### config.mk
export PLATFORM = sky130hd
export DESIGN_NAME = dxt_block_texel_decoder
export DESIGN_NICKNAME = d
export VERILOG_FILES = /design/src/rtl/dxt_pkg.sv /design/src/rtl/dxt_front.sv /design/src/rtl/dxt_queue.sv /design/src/rtl/dxt_back.sv /design/src/rtl/dxt_block_texel_decoder.sv
export SDC_FILE = /design/constraint.sdc
export NUM_CORES = 1
export LEC_CHECK = 0
export BUFFER_PORTS_ARGS = -buffer_cell sky130_fd_sc_hd__buf_2
export CAP_MARGIN = 20
export CORE_UTILIZATION = 65
export DETAILED_ROUTE_END_ITERATION = 6
export PLACE_DENSITY_LB_ADDON = 0.08
export SYNTH_ARGS = -nofsm -noshare
export SYNTH_HDL_FRONTEND = slang
export SYNTH_SLANG_ARGS = --single-unit
### constraint.sdc
create_clock -name clk -period 25.7 [get_ports clk]
set_input_delay 2.57 -clock clk [delete_from_list [all_inputs] [get_ports clk]]
set_output_delay 2.57 -clock clk [all_outputs]
set_load 0.01 [all_outputs]
### src/rtl/dxt_pkg.sv
// ----------------------------------------------------------------------------
// dxt_pkg
// Shared types and constants for the DXT block texel decoder.
// ----------------------------------------------------------------------------
package dxt_pkg;

    // Field widths
    localparam int BLOCK_W   = 64;
    localparam int CHAN_W    = 8;
    localparam int TEXEL_W   = 4;
    localparam int CODE_W    = 2;
    localparam int NIBBLE_W  = 4;
    localparam int TEXELS    = 16;
    localparam int PAL_SIZE  = 4;
    localparam int CFG_IDX_W = 1;
    localparam int CFG_DAT_W = 2;

    // Default depth of the queue between front and back end
    localparam int DXT_QUEUE_DEPTH = 2;

    // Configuration register indexes
    localparam logic [CFG_IDX_W-1:0] CFG_EXPLICIT_ALPHA = 1'b0;
    localparam logic [CFG_IDX_W-1:0] CFG_ALPHA_MODE     = 1'b1;

    // Alpha mode codes
    localparam logic [1:0] ALPHA_MODE_PUNCH = 2'd1;

    // Colour code that is black (and maybe transparent) in three-colour mode
    localparam logic [CODE_W-1:0] CODE_ALT = 2'd3;

    // Last texel of a block
    localparam logic [TEXEL_W-1:0] TEXEL_LAST = 4'd15;

    // Reciprocal of three in 11-bit fixed point, exact for sums below 2048
    localparam logic [9:0] RECIP3     = 10'd683;
    localparam int         RECIP3_SH  = 11;

    // Where a texel's alpha comes from
    typedef enum logic [1:0] {
        ASRC_OPAQUE = 2'd0,
        ASRC_PUNCH  = 2'd1,
        ASRC_NIBBLE = 2'd2
    } alpha_src_t;

    typedef logic [CHAN_W-1:0] chan_t;

    typedef struct packed {
        chan_t r;
        chan_t g;
        chan_t b;
    } rgb_t;

    // Classified block, handed from the front end to the back end
    typedef struct packed {
        rgb_t       [PAL_SIZE-1:0] pal;
        logic       [TEXELS-1:0][CODE_W-1:0]   codes;
        logic       [TEXELS-1:0][NIBBLE_W-1:0] nibbles;
        alpha_src_t                alpha_src;
        logic                      code3_clear;
    } blk_desc_t;

    // Queue control driven by the back end
    typedef struct packed {
        logic valid;
        logic pop;
    } q_ctrl_t;

    // 5-bit to 8-bit expansion by replication
    function automatic chan_t expand5(input logic [4:0] v);
        return {v, v[4:2]};
    endfunction

    // 6-bit to 8-bit expansion by replication
    function automatic chan_t expand6(input logic [5:0] v);
        return {v, v[5:4]};
    endfunction

    // Divide a sum below 1024 by three with a reciprocal multiply
    function automatic chan_t div3(input logic [9:0] x);
        logic [19:0] prod;
        prod = x * RECIP3;
        return prod[RECIP3_SH+CHAN_W-1:RECIP3_SH];
    endfunction

endpackage

### src/rtl/dxt_front.sv
// ----------------------------------------------------------------------------
// dxt_front
// Holds the configuration registers, accepts blocks, builds the four-entry
// palette and classifies the alpha source of each block.
// ----------------------------------------------------------------------------
module dxt_front
(
    input  logic                          clk,
    input  logic                          rst_n,
    input  logic                          cfg_valid,
    output logic                          cfg_ready,
    input  logic [dxt_pkg::CFG_IDX_W-1:0] cfg_index,
    input  logic [dxt_pkg::CFG_DAT_W-1:0] cfg_data,
    input  logic                          in_valid,
    output logic                          in_stall,
    input  logic [dxt_pkg::BLOCK_W-1:0]   color_block,
    input  logic [dxt_pkg::BLOCK_W-1:0]   alpha_block,
    input  logic                          q_full,
    output logic                          q_push,
    output dxt_pkg::blk_desc_t            q_data
);
    import dxt_pkg::*;

    logic       explicit_alpha_reg;
    logic       explicit_alpha_next;
    logic [1:0] alpha_mode_reg;
    logic [1:0] alpha_mode_next;

    logic [15:0] ea;
    logic [15:0] eb;
    logic        four;
    rgb_t        ca;
    rgb_t        cb;
    rgb_t        i2;
    rgb_t        i3;

    // Configuration writes, always taken
    assign cfg_ready = 1'b1;

    always_comb
    begin
        explicit_alpha_next = explicit_alpha_reg;
        alpha_mode_next     = alpha_mode_reg;
        if (cfg_valid)
        begin
            unique case (cfg_index)
                CFG_EXPLICIT_ALPHA: explicit_alpha_next = cfg_data[0];
                CFG_ALPHA_MODE:     alpha_mode_next     = cfg_data;
                default:            ;
            endcase
        end
    end

    always_ff @(posedge clk or negedge rst_n)
    begin
        if (!rst_n)
        begin
            explicit_alpha_reg <= 1'b0;
            alpha_mode_reg     <= 2'd0;
        end
        else
        begin
            explicit_alpha_reg <= explicit_alpha_next;
            alpha_mode_reg     <= alpha_mode_next;
        end
    end

    // Handshake: stall while the queue is full
    assign in_stall = q_full;
    assign q_push   = in_valid && !q_full;

    // Endpoints and colour mode
    assign ea   = color_block[15:0];
    assign eb   = color_block[31:16];
    assign four = (ea > eb) || explicit_alpha_reg;

    assign ca = '{r: expand5(ea[15:11]), g: expand6(ea[10:5]), b: expand5(ea[4:0])};
    assign cb = '{r: expand5(eb[15:11]), g: expand6(eb[10:5]), b: expand5(eb[4:0])};

    // Interpolants per channel
    always_comb
    begin
        logic [9:0] s2r, s2g, s2b, s3r, s3g, s3b;
        logic [8:0] hr, hg, hb;
        s2r = {1'b0, ca.r, 1'b0} + {2'b00, cb.r} + 10'd1;
        s2g = {1'b0, ca.g, 1'b0} + {2'b00, cb.g} + 10'd1;
        s2b = {1'b0, ca.b, 1'b0} + {2'b00, cb.b} + 10'd1;
        s3r = {2'b00, ca.r} + {1'b0, cb.r, 1'b0} + 10'd1;
        s3g = {2'b00, ca.g} + {1'b0, cb.g, 1'b0} + 10'd1;
        s3b = {2'b00, ca.b} + {1'b0, cb.b, 1'b0} + 10'd1;
        hr  = {1'b0, ca.r} + {1'b0, cb.r} + 9'd1;
        hg  = {1'b0, ca.g} + {1'b0, cb.g} + 9'd1;
        hb  = {1'b0, ca.b} + {1'b0, cb.b} + 9'd1;
        if (four)
        begin
            i2 = '{r: div3(s2r), g: div3(s2g), b: div3(s2b)};
            i3 = '{r: div3(s3r), g: div3(s3g), b: div3(s3b)};
        end
        else
        begin
            i2 = '{r: hr[8:1], g: hg[8:1], b: hb[8:1]};
            i3 = '0;
        end
    end

    // Descriptor written into the queue
    always_comb
    begin
        q_data.pal[0]      = ca;
        q_data.pal[1]      = cb;
        q_data.pal[2]      = i2;
        q_data.pal[3]      = i3;
        q_data.codes       = color_block[63:32];
        q_data.nibbles     = alpha_block;
        q_data.code3_clear = !four;
        if (alpha_mode_reg == ALPHA_MODE_PUNCH)
            q_data.alpha_src = ASRC_PUNCH;
        else if (explicit_alpha_reg)
            q_data.alpha_src = ASRC_NIBBLE;
        else
            q_data.alpha_src = ASRC_OPAQUE;
    end

endmodule

### src/rtl/dxt_queue.sv
// ----------------------------------------------------------------------------
// dxt_queue
// Short register queue of classified blocks between front and back end.
// ----------------------------------------------------------------------------
module dxt_queue
#(
    parameter int DEPTH = dxt_pkg::DXT_QUEUE_DEPTH
)
(
    input  logic               clk,
    input  logic               rst_n,
    input  logic               push,
    input  dxt_pkg::blk_desc_t push_data,
    output logic               full,
    input  dxt_pkg::q_ctrl_t   ctrl_in,
    output logic               not_empty,
    output dxt_pkg::blk_desc_t pop_data
);
    import dxt_pkg::*;

    localparam int PTR_W = (DEPTH > 1) ? $clog2(DEPTH) : 1;
    localparam int CNT_W = $clog2(DEPTH + 1);
    localparam logic [PTR_W-1:0] PTR_TOP = PTR_W'(DEPTH - 1);
    localparam logic [CNT_W-1:0] CNT_TOP = CNT_W'(DEPTH);

    blk_desc_t        entry_reg [DEPTH];
    logic [PTR_W-1:0] wr_ptr_reg;
    logic [PTR_W-1:0] wr_ptr_next;
    logic [PTR_W-1:0] rd_ptr_reg;
    logic [PTR_W-1:0] rd_ptr_next;
    logic [CNT_W-1:0] count_reg;
    logic [CNT_W-1:0] count_next;
    logic             do_pop;

    assign full      = (count_reg == CNT_TOP);
    assign not_empty = (count_reg != '0);
    assign do_pop    = ctrl_in.pop && ctrl_in.valid;
    assign pop_data  = entry_reg[rd_ptr_reg];

    // Pointer and fill count update
    always_comb
    begin
        wr_ptr_next = wr_ptr_reg;
        rd_ptr_next = rd_ptr_reg;
        count_next  = count_reg;
        if (push)
            wr_ptr_next = (wr_ptr_reg == PTR_TOP) ? '0 : wr_ptr_reg + 1'b1;
        if (do_pop)
            rd_ptr_next = (rd_ptr_reg == PTR_TOP) ? '0 : rd_ptr_reg + 1'b1;
        if (push && !do_pop)
            count_next = count_reg + 1'b1;
        else if (do_pop && !push)
            count_next = count_reg - 1'b1;
    end

    always_ff @(posedge clk or negedge rst_n)
    begin
        if (!rst_n)
        begin
            wr_ptr_reg <= '0;
            rd_ptr_reg <= '0;
            count_reg  <= '0;
        end
        else
        begin
            wr_ptr_reg <= wr_ptr_next;
            rd_ptr_reg <= rd_ptr_next;
            count_reg  <= count_next;
        end
    end

    // Entry storage
    always_ff @(posedge clk)
    begin
        if (push)
            entry_reg[wr_ptr_reg] <= push_data;
    end

endmodule

### src/rtl/dxt_back.sv
// ----------------------------------------------------------------------------
// dxt_back
// Takes one classified block at a time and streams its sixteen texels
// through an output register, one per cycle while out_stall is low.
// ----------------------------------------------------------------------------
module dxt_back
(
    input  logic                          clk,
    input  logic                          rst_n,
    input  logic                          q_valid,
    input  dxt_pkg::blk_desc_t            q_data,
    output dxt_pkg::q_ctrl_t              q_ctrl,
    output logic                          out_valid,
    input  logic                          out_stall,
    output logic [dxt_pkg::TEXEL_W-1:0]   texel_index,
    output logic [dxt_pkg::CHAN_W-1:0]    red,
    output logic [dxt_pkg::CHAN_W-1:0]    green,
    output logic [dxt_pkg::CHAN_W-1:0]    blue,
    output logic [dxt_pkg::CHAN_W-1:0]    alpha,
    output logic                          last
);
    import dxt_pkg::*;

    blk_desc_t          desc_reg;
    logic               busy_reg;
    logic               busy_next;
    logic [TEXEL_W-1:0] cnt_reg;
    logic [TEXEL_W-1:0] cnt_next;
    logic               out_valid_reg;
    logic               out_valid_next;
    logic [TEXEL_W-1:0] index_reg;
    rgb_t               rgb_reg;
    chan_t              alpha_reg;
    logic               last_reg;

    logic               out_adv;
    logic               emit;
    logic               blk_done;
    logic               pop;
    logic [CODE_W-1:0]  code;
    rgb_t               texel_rgb;
    chan_t              texel_alpha;

    // Sequencing
    assign out_adv  = !out_valid_reg || !out_stall;
    assign emit     = busy_reg && out_adv;
    assign blk_done = emit && (cnt_reg == TEXEL_LAST);
    assign pop      = q_valid && (!busy_reg || blk_done);

    assign q_ctrl.valid = q_valid;
    assign q_ctrl.pop   = pop;

    always_comb
    begin
        busy_next = busy_reg;
        if (pop)
            busy_next = 1'b1;
        else if (blk_done)
            busy_next = 1'b0;
        cnt_next       = emit ? cnt_reg + 1'b1 : cnt_reg;
        out_valid_next = out_adv ? emit : out_valid_reg;
    end

    // Texel lookup
    assign code      = desc_reg.codes[cnt_reg];
    assign texel_rgb = desc_reg.pal[code];

    always_comb
    begin
        unique case (desc_reg.alpha_src)
            ASRC_PUNCH:
                texel_alpha = (code == CODE_ALT && desc_reg.code3_clear) ? 8'd0 : 8'd255;
            ASRC_NIBBLE:
                texel_alpha = {desc_reg.nibbles[cnt_reg], desc_reg.nibbles[cnt_reg]};
            default:
                texel_alpha = 8'd255;
        endcase
    end

    always_ff @(posedge clk or negedge rst_n)
    begin
        if (!rst_n)
        begin
            busy_reg      <= 1'b0;
            cnt_reg       <= '0;
            out_valid_reg <= 1'b0;
        end
        else
        begin
            busy_reg      <= busy_next;
            cnt_reg       <= cnt_next;
            out_valid_reg <= out_valid_next;
        end
    end

    // Payload registers
    always_ff @(posedge clk)
    begin
        if (pop)
            desc_reg <= q_data;
        if (emit)
        begin
            index_reg <= cnt_reg;
            rgb_reg   <= texel_rgb;
            alpha_reg <= texel_alpha;
            last_reg  <= (cnt_reg == TEXEL_LAST);
        end
    end

    assign out_valid   = out_valid_reg;
    assign texel_index = index_reg;
    assign red         = rgb_reg.r;
    assign green       = rgb_reg.g;
    assign blue        = rgb_reg.b;
    assign alpha       = alpha_reg;
    assign last        = last_reg;

endmodule

### src/rtl/dxt_block_texel_decoder.sv
// ----------------------------------------------------------------------------
// dxt_block_texel_decoder
// Path: block -> queue -> back end descriptor register -> output register.
// Output: one texel per cycle while out_stall is low, sequenced by the back
// end's texel counter; a queue (two entries by default) takes blocks ahead.
// Reset (rst_n, asynchronous): configuration cleared, queue and output empty.
// Decodes BC1/BC2 style 4x4 blocks into sixteen 8-bit RGBA texels.
// ----------------------------------------------------------------------------
module dxt_block_texel_decoder
#(
    parameter int QUEUE_DEPTH = dxt_pkg::DXT_QUEUE_DEPTH
)
(
    input  logic                          clk,
    input  logic                          rst_n,
    input  logic                          cfg_valid,
    output logic                          cfg_ready,
    input  logic [dxt_pkg::CFG_IDX_W-1:0] cfg_index,
    input  logic [dxt_pkg::CFG_DAT_W-1:0] cfg_data,
    input  logic                          in_valid,
    output logic                          in_stall,
    input  logic [dxt_pkg::BLOCK_W-1:0]   color_block,
    input  logic [dxt_pkg::BLOCK_W-1:0]   alpha_block,
    output logic                          out_valid,
    input  logic                          out_stall,
    output logic [dxt_pkg::TEXEL_W-1:0]   texel_index,
    output logic [dxt_pkg::CHAN_W-1:0]    red,
    output logic [dxt_pkg::CHAN_W-1:0]    green,
    output logic [dxt_pkg::CHAN_W-1:0]    blue,
    output logic [dxt_pkg::CHAN_W-1:0]    alpha,
    output logic                          last
);
    import dxt_pkg::*;

    logic      q_full;
    logic      q_push;
    blk_desc_t q_wdata;
    blk_desc_t q_rdata;
    logic      q_valid;
    q_ctrl_t   q_ctrl;

    // Front end: configuration, accept, palette build
    dxt_front u_front
    (
        .clk         (clk),
        .rst_n       (rst_n),
        .cfg_valid   (cfg_valid),
        .cfg_ready   (cfg_ready),
        .cfg_index   (cfg_index),
        .cfg_data    (cfg_data),
        .in_valid    (in_valid),
        .in_stall    (in_stall),
        .color_block (color_block),
        .alpha_block (alpha_block),
        .q_full      (q_full),
        .q_push      (q_push),
        .q_data      (q_wdata)
    );

    // Block queue
    dxt_queue #(.DEPTH(QUEUE_DEPTH)) u_queue
    (
        .clk       (clk),
        .rst_n     (rst_n),
        .push      (q_push),
        .push_data (q_wdata),
        .full      (q_full),
        .ctrl_in   (q_ctrl),
        .not_empty (q_valid),
        .pop_data  (q_rdata)
    );

    // Back end: texel stream
    dxt_back u_back
    (
        .clk         (clk),
        .rst_n       (rst_n),
        .q_valid     (q_valid),
        .q_data      (q_rdata),
        .q_ctrl      (q_ctrl),
        .out_valid   (out_valid),
        .out_stall   (out_stall),
        .texel_index (texel_index),
        .red         (red),
        .green       (green),
        .blue        (blue),
        .alpha       (alpha),
        .last        (last)
    );

endmodule

==> results of run 1 <==
## critical path, stage by stage
cell      delay (ns)
buf_2           0.19
fa_1            0.47
a21o_1          0.18
a21oi_1         0.33
o21bai_1        0.11
a21oi_1         0.21
o21ai_0         0.20
xnor2_1         0.39
inv_1           0.09
ha_1            0.30
ha_1            0.34
fa_1            0.53
fa_1            0.53
inv_1           0.06
fa_1            0.50
inv_1           0.04
ha_1            0.31
a21oi_1         0.12
o21ai_0         0.08
a31oi_1         0.27
o21ai_0         0.16
o41ai_1         0.59
o21ai_0         0.26
or3_1           0.34
a31oi_1         0.19
## synthesized netlist by cell type, types with 28 or more instances
cell	instances
fa_1	127
nor2_1	76
xnor2_1	110
mux2_2	184
inv_1	260
mux4_2	47
nand2_1	66
ha_1	417
xor2_1	48
clkbuf_1	38
o21ai_0	48
edfxtp_1	570
nand3_1	28
a21oi_1	87
## cells by family after synthesis
family / Yosys count
xor+xnor: 158
buf+inv: 312
flops: 583
mux: 240
other cells: 2
fa+ha+maj: 544
compound gates: 254
simple gates: 266
## layout make-up
cell class | instances | area [sq um] | share of cell area
multi-input cells | 1465 | 15400 | 0.410
flip-flops and latches | 583 | 17400 | 0.466
repair buffers | 188 | 1020 | 0.0273
inverters | 260 | 981 | 0.0262
clock inverters | 30 | 305 | 0.00815
well taps | 680 | 851 | 0.0227
diodes | 5 | 12.5 | 0.000334
clock buffers | 70 | 1470 | 0.0393
## metrics by stage
stage	area, sq um	utilization
final	37400	0.727
after CTS	37400	0.726
after global routing	37400	0.727
after global placement	35600	0.691
after detailed placement	35600	0.691
after floorplan	34000	-
## routing by layer
layer,GRT usage,vias up,share of wire
li1,-,9014,-
met1,0.361,9667,0.43
met2,0.449,460,0.49
met3,0.0408,96,0.050
met4,0.0745,6,0.024
met5,0,-,0.00052
## worst max path at each step
| stage | slack [ns] | cells after the start | to |
|---|---|---|---|
| floorplan | 14.90 | 2 | u_queue.entry_reg[0][0] |
| global placement | 16.42 | 25 | u_queue.entry_reg[0][162] |
| detailed placement | 16.20 | 25 | u_queue.entry_reg[0][162] |
| CTS | 16.79 | 25 | u_queue.entry_reg[0][162] |
| global route | 16.26 | 25 | u_queue.entry_reg[0][162] |
| finish | 16.76 | 25 | u_queue.entry_reg[1][162] |
## layout by cell type (no fill, tap or decap), types with 11 or more instances in the layout
cell type / netlist / routed
buf_2: 4 / 174
a211oi_1: 20 / 20
mux2_2: 184 / 184
ha_1: 417 / 417
inv_1: 260 / 259
nor2b_1: 16 / 16
clkbuf_1: 38 / 11
fa_1: 127 / 127
dfrtp_1: 13 / 11
nor3_1: 27 / 27
nor2_1: 76 / 75
nand3_1: 28 / 28
buf_4: 5 / 11
mux4_2: 47 / 47
clkbuf_16: 0 / 55
edfxtp_1: 570 / 570
xor2_1: 48 / 48
a21oi_1: 87 / 87
o21ai_0: 48 / 48
xnor2_1: 110 / 110
nand2_1: 66 / 66
o21bai_1: 22 / 22
a21o_1: 26 / 26
==> results.tsv, run 1 <==
metric	value	unit
pre_cts_ws	16.20	ns
grt_pass1_wl	109000	um
antenna_found_initial	6	
synth.area.mux_share	0.0980	
cts_hold_buf	0	
wl_per_cell	20.9	um
synthFlopType	edfxtp_1	
r2r_slack	21.87	ns
yosysWarnings	0	
r2r_end	u_back.desc_reg[19]	
reg2reg_from	u_back.out_valid	
die_h	231	um
endpoint_kind	flip-flop	
synthCells	2359	
pin_count	176	
nFillCells	3341	
synth_top_area_frac	0.503	
async_reset_ff_frac	0.0223	
cts_setup_buffers	0	
seq_area_frac_synth	0.513	
final_layout_size_suffix_gt1_frac	0.198	
synth.area.top_cells	edfxtp_1 50%, ha_1 15%, fa_1 7.5%	
die_area	53200	sq um
grt_overflow_total	0	
slew_violations	0	
fp.dieW	231	um
fp.coreArea	51500	sq um
path_class	in2reg	
drtIter0Drc	1170	
hold_path_class	reg2reg	
wirelength	68600	um
tns	0	ns
cts.sinks	583	
largest_reg_flops	358	
rr_worst_depth	7	
htreeDepth	2	
portBuffers	174	
post-dp-hpwl	49300	um
grt_pass1_vias	20300	
ant_nets	0	
worstPathRequired	26.13	ns
arrival	9.36	ns
yosys.area.top_type	edfxtp_1	
cap_viol_max_count	0	
avgSynthCellArea	14.4	sq um
insertion_delay	0.60	ns
grt_setup_unrepaired	no	
setup_viol	0	
grt_max_degree	144	
hold_viol	0	
holdPathEnd	u_front.alpha_mode_reg[0]	
critPathMaxFanout	11	
cts_tree	done	
post_layout_nonfiller_instances	3281	
synthSimpleGateAreaFrac	0.0370	
fin_crit	8.94	ns
grt_usage	0.266	
gp_congestion	0.903	
synth_compound_area_frac	0.0466	
numCtsBuffers	54	
hold_start	u_front.alpha_mode_reg[0]	
final.setup.worst_slack	16.76	ns
core.rowCount	83	
cts_resized	0	
synth_edf_count	570	
whs	0.517	ns
min_period_over_period	0.348	
ys_types	63	
worst_pin_slew	1.08	ns
dr.pass1.iters	5	
nets	3232	
startpoint	color_block[9]	
synthesis.area	34000	sq um
route.detailed.drc	0	
status	finished, final reports clean	
synth_top_family_by_area	adder cells	
path_clk_slew	0.06	ns
root_buffer	clkbuf_16	
place_inst	3174	
yosys.area_share.xor_xnor	0.0407	
routed_via_density	5.86	
synth_seq_cells	583	
finClkSkew	0.0248	ns
num_vias	19200	
initial_utilization	0.660	
hold_depth	1	
syn2layout_area_growth	10.1	%
clock_path_buffers	3	
slew_headroom	0.283	
fmax	0.112	GHz
cp-start-kind	input port	
yosys.area_share.adder	0.228	
Power of run 1 is left out: the tool's default activity adds up to more than one toggle a clock period on the data nets, which glitch-free logic cannot reach.
==> run 2: changes to the inputs <==
Settings changed: CORE_UTILIZATION 65 to 62.
Clock period 25.7 ns to 9.1 ns, I/O delays scaled along.
==> run 2 against run 1 <==
Die area up 4.8%. Routed wire length decreased by 1.6%. Clock-buffer cell count rose by 6. Critical path depth unchanged. Global-route usage is 2.0 points lower. Highest routed layer unchanged.
==> results.tsv, run 2 (synthesis results as in run 1) <==
metric	value	unit	change
status	finished, final reports clean		
drtIter0Drc	1018		-13%
portBuffers	174		unchanged
antenna_found_initial	2		-4
insertion_delay	0.62	ns	+0.02 ns
fp.coreArea	54000	sq um	+4.9%
cpLargestDelayFamily	adder cells		
mostFrequentLayoutCell	edfxtp_1		
route.detailed.drc	0		unchanged
worst_pin_slew	1.07	ns	-0.00409 ns
tns	0	ns	unchanged
die_h	236	um	+2.4%
cp_slowest_cell	o41ai_1		
nets	3234		+0.062%
final_cell_mix	570 x edfxtp_1, 417 x ha_1, 258 x inv_1		
slew_violations	0		unchanged
fmax	0.139	GHz	
utilization	0.696		-0.0311
grt_setup_unrepaired	no		
htreeDepth	2		unchanged
grt_max_degree	180		+25%
worstPathRequired	9.53	ns	-16.60 ns
pin_count	176		unchanged
cts.sinks	583		unchanged
cts_resized	0		unchanged
path_class	in2reg		
numCtsBuffers	56		+3.7%
post_layout_nonfiller_instances	3297		+0.49%
grt_pass1_vias	19600		-3.5%
antenna_cells	0		-5
cts_tree	done		
post-dp-hpwl	48600	um	-1.4%
setup_viol	0		unchanged
path_clk_slew	0.06	ns	about the same
clock_path_buffers	3		unchanged
largest_reg_flops	358		unchanged
routed_via_density	5.80		-1.2%
dr.pass1.iters	5		unchanged
slowest_delay	0.55	ns	-0.04 ns
place_inst	3190		+0.50%
syn2layout_area_growth	10.5	%	
min_period_over_period	0.789		
hold_viol	0		unchanged
final_layout_size_suffix_gt1_frac	0.198		+0.000774
fin_crit	7.18	ns	
fp.dieW	236	um	+2.4%
cts_setup_buffers	0		unchanged
root_buffer	clkbuf_16		
wl_per_cell	20.5	um	-2.0%
grt_overflow_total	0		unchanged
gp_congestion	0.899		-0.49%
cap_viol_max_count	0		unchanged
arrival	7.62	ns	-1.74 ns
critPathMaxFanout	11		unchanged
r2r_slack	5.50	ns	-16.37 ns
cp.buffers_inverters	4		unchanged
num_vias	19100		-0.68%
endpoint_kind	flip-flop		
cts_hold_buf	0		unchanged
initial_utilization	0.630		-0.0308
grt_usage	0.246		-0.0204
grt_pass1_wl	106000	um	-3.0%
slew_headroom	0.285		+0.00273
core.rowCount	85		+2.4%
nFillCells	3760		+13%
cp-start-kind	input port		
die_area	55800	sq um	+4.8%
ant_nets	0		unchanged
wirelength	67500	um	-1.6%
finClkSkew	0.0247	ns	-0.0000218 ns
hold_path_class	in2async		
## run 2: cell count changes in the layout (fill, tap and decap cells not counted), sizes merged
cell / previous run / this run
clkbuf: 70 / 76
diode: 5 / 0
bufinv: 5 / 7
clkinv: 19 / 17
clkinvlp: 4 / 3
## run 2: worst paths after layout
| check | to | startpoint | depth (start not counted) |
|---|---|---|---|
| max reg2reg | u_back.desc_reg[155] | u_back.busy_reg | 8 |
| max in group asynchronous | u_queue.rd_ptr_reg | rst_n | 1 |
| min in group clk | u_queue.entry_reg[1][29] | alpha_block[26] | 1 |
| min | u_front.alpha_mode_reg[0] | rst_n | 1 |
| max | u_queue.entry_reg[1][162] | color_block[9] | 25 |
| min reg2reg | u_front.alpha_mode_reg[0] | u_front.alpha_mode_reg[0] | 1 |
## run 2: final cells by class
| type | instances | area [sq um] | share of cell area |
|---|---|---|---|
| Sequential cell | 583 | 17400 | 0.464 |
| Multi-Input combinational cell | 1465 | 15400 | 0.408 |
| Clock buffer | 76 | 1530 | 0.0406 |
| Timing Repair Buffer | 188 | 1030 | 0.0275 |
| Inverter | 260 | 981 | 0.0261 |
| Tap cell | 696 | 871 | 0.0232 |
| Clock inverter | 29 | 382 | 0.0102 |
## run 2: stage by stage
stage | setup slack [ns] | hold WS (ns) | area, sq um
global placement | 1.49 | 0.482 | 35600
detailed placement | 1.29 | 0.495 | 35600
finish | 1.92 | 0.193 | 37600
floorplan | 2.03 | 0.423 | 34000
global route | 1.47 | 0.189 | 37600
CTS | 1.89 | 0.166 | 37500
## run 2: routing by layer
metal | global-route usage | part of all wire | routed length [um] | up-vias
li1 | - | - | - | 9011
met5 | 0 | 0.00040 | 27 | -
met4 | 0.0592 | 0.020 | 1370 | 4
met3 | 0.0308 | 0.046 | 3100 | 89
met2 | 0.405 | 0.48 | 32400 | 456
met1 | 0.351 | 0.45 | 30700 | 9553
Power of run 2 is left out for the same reason.
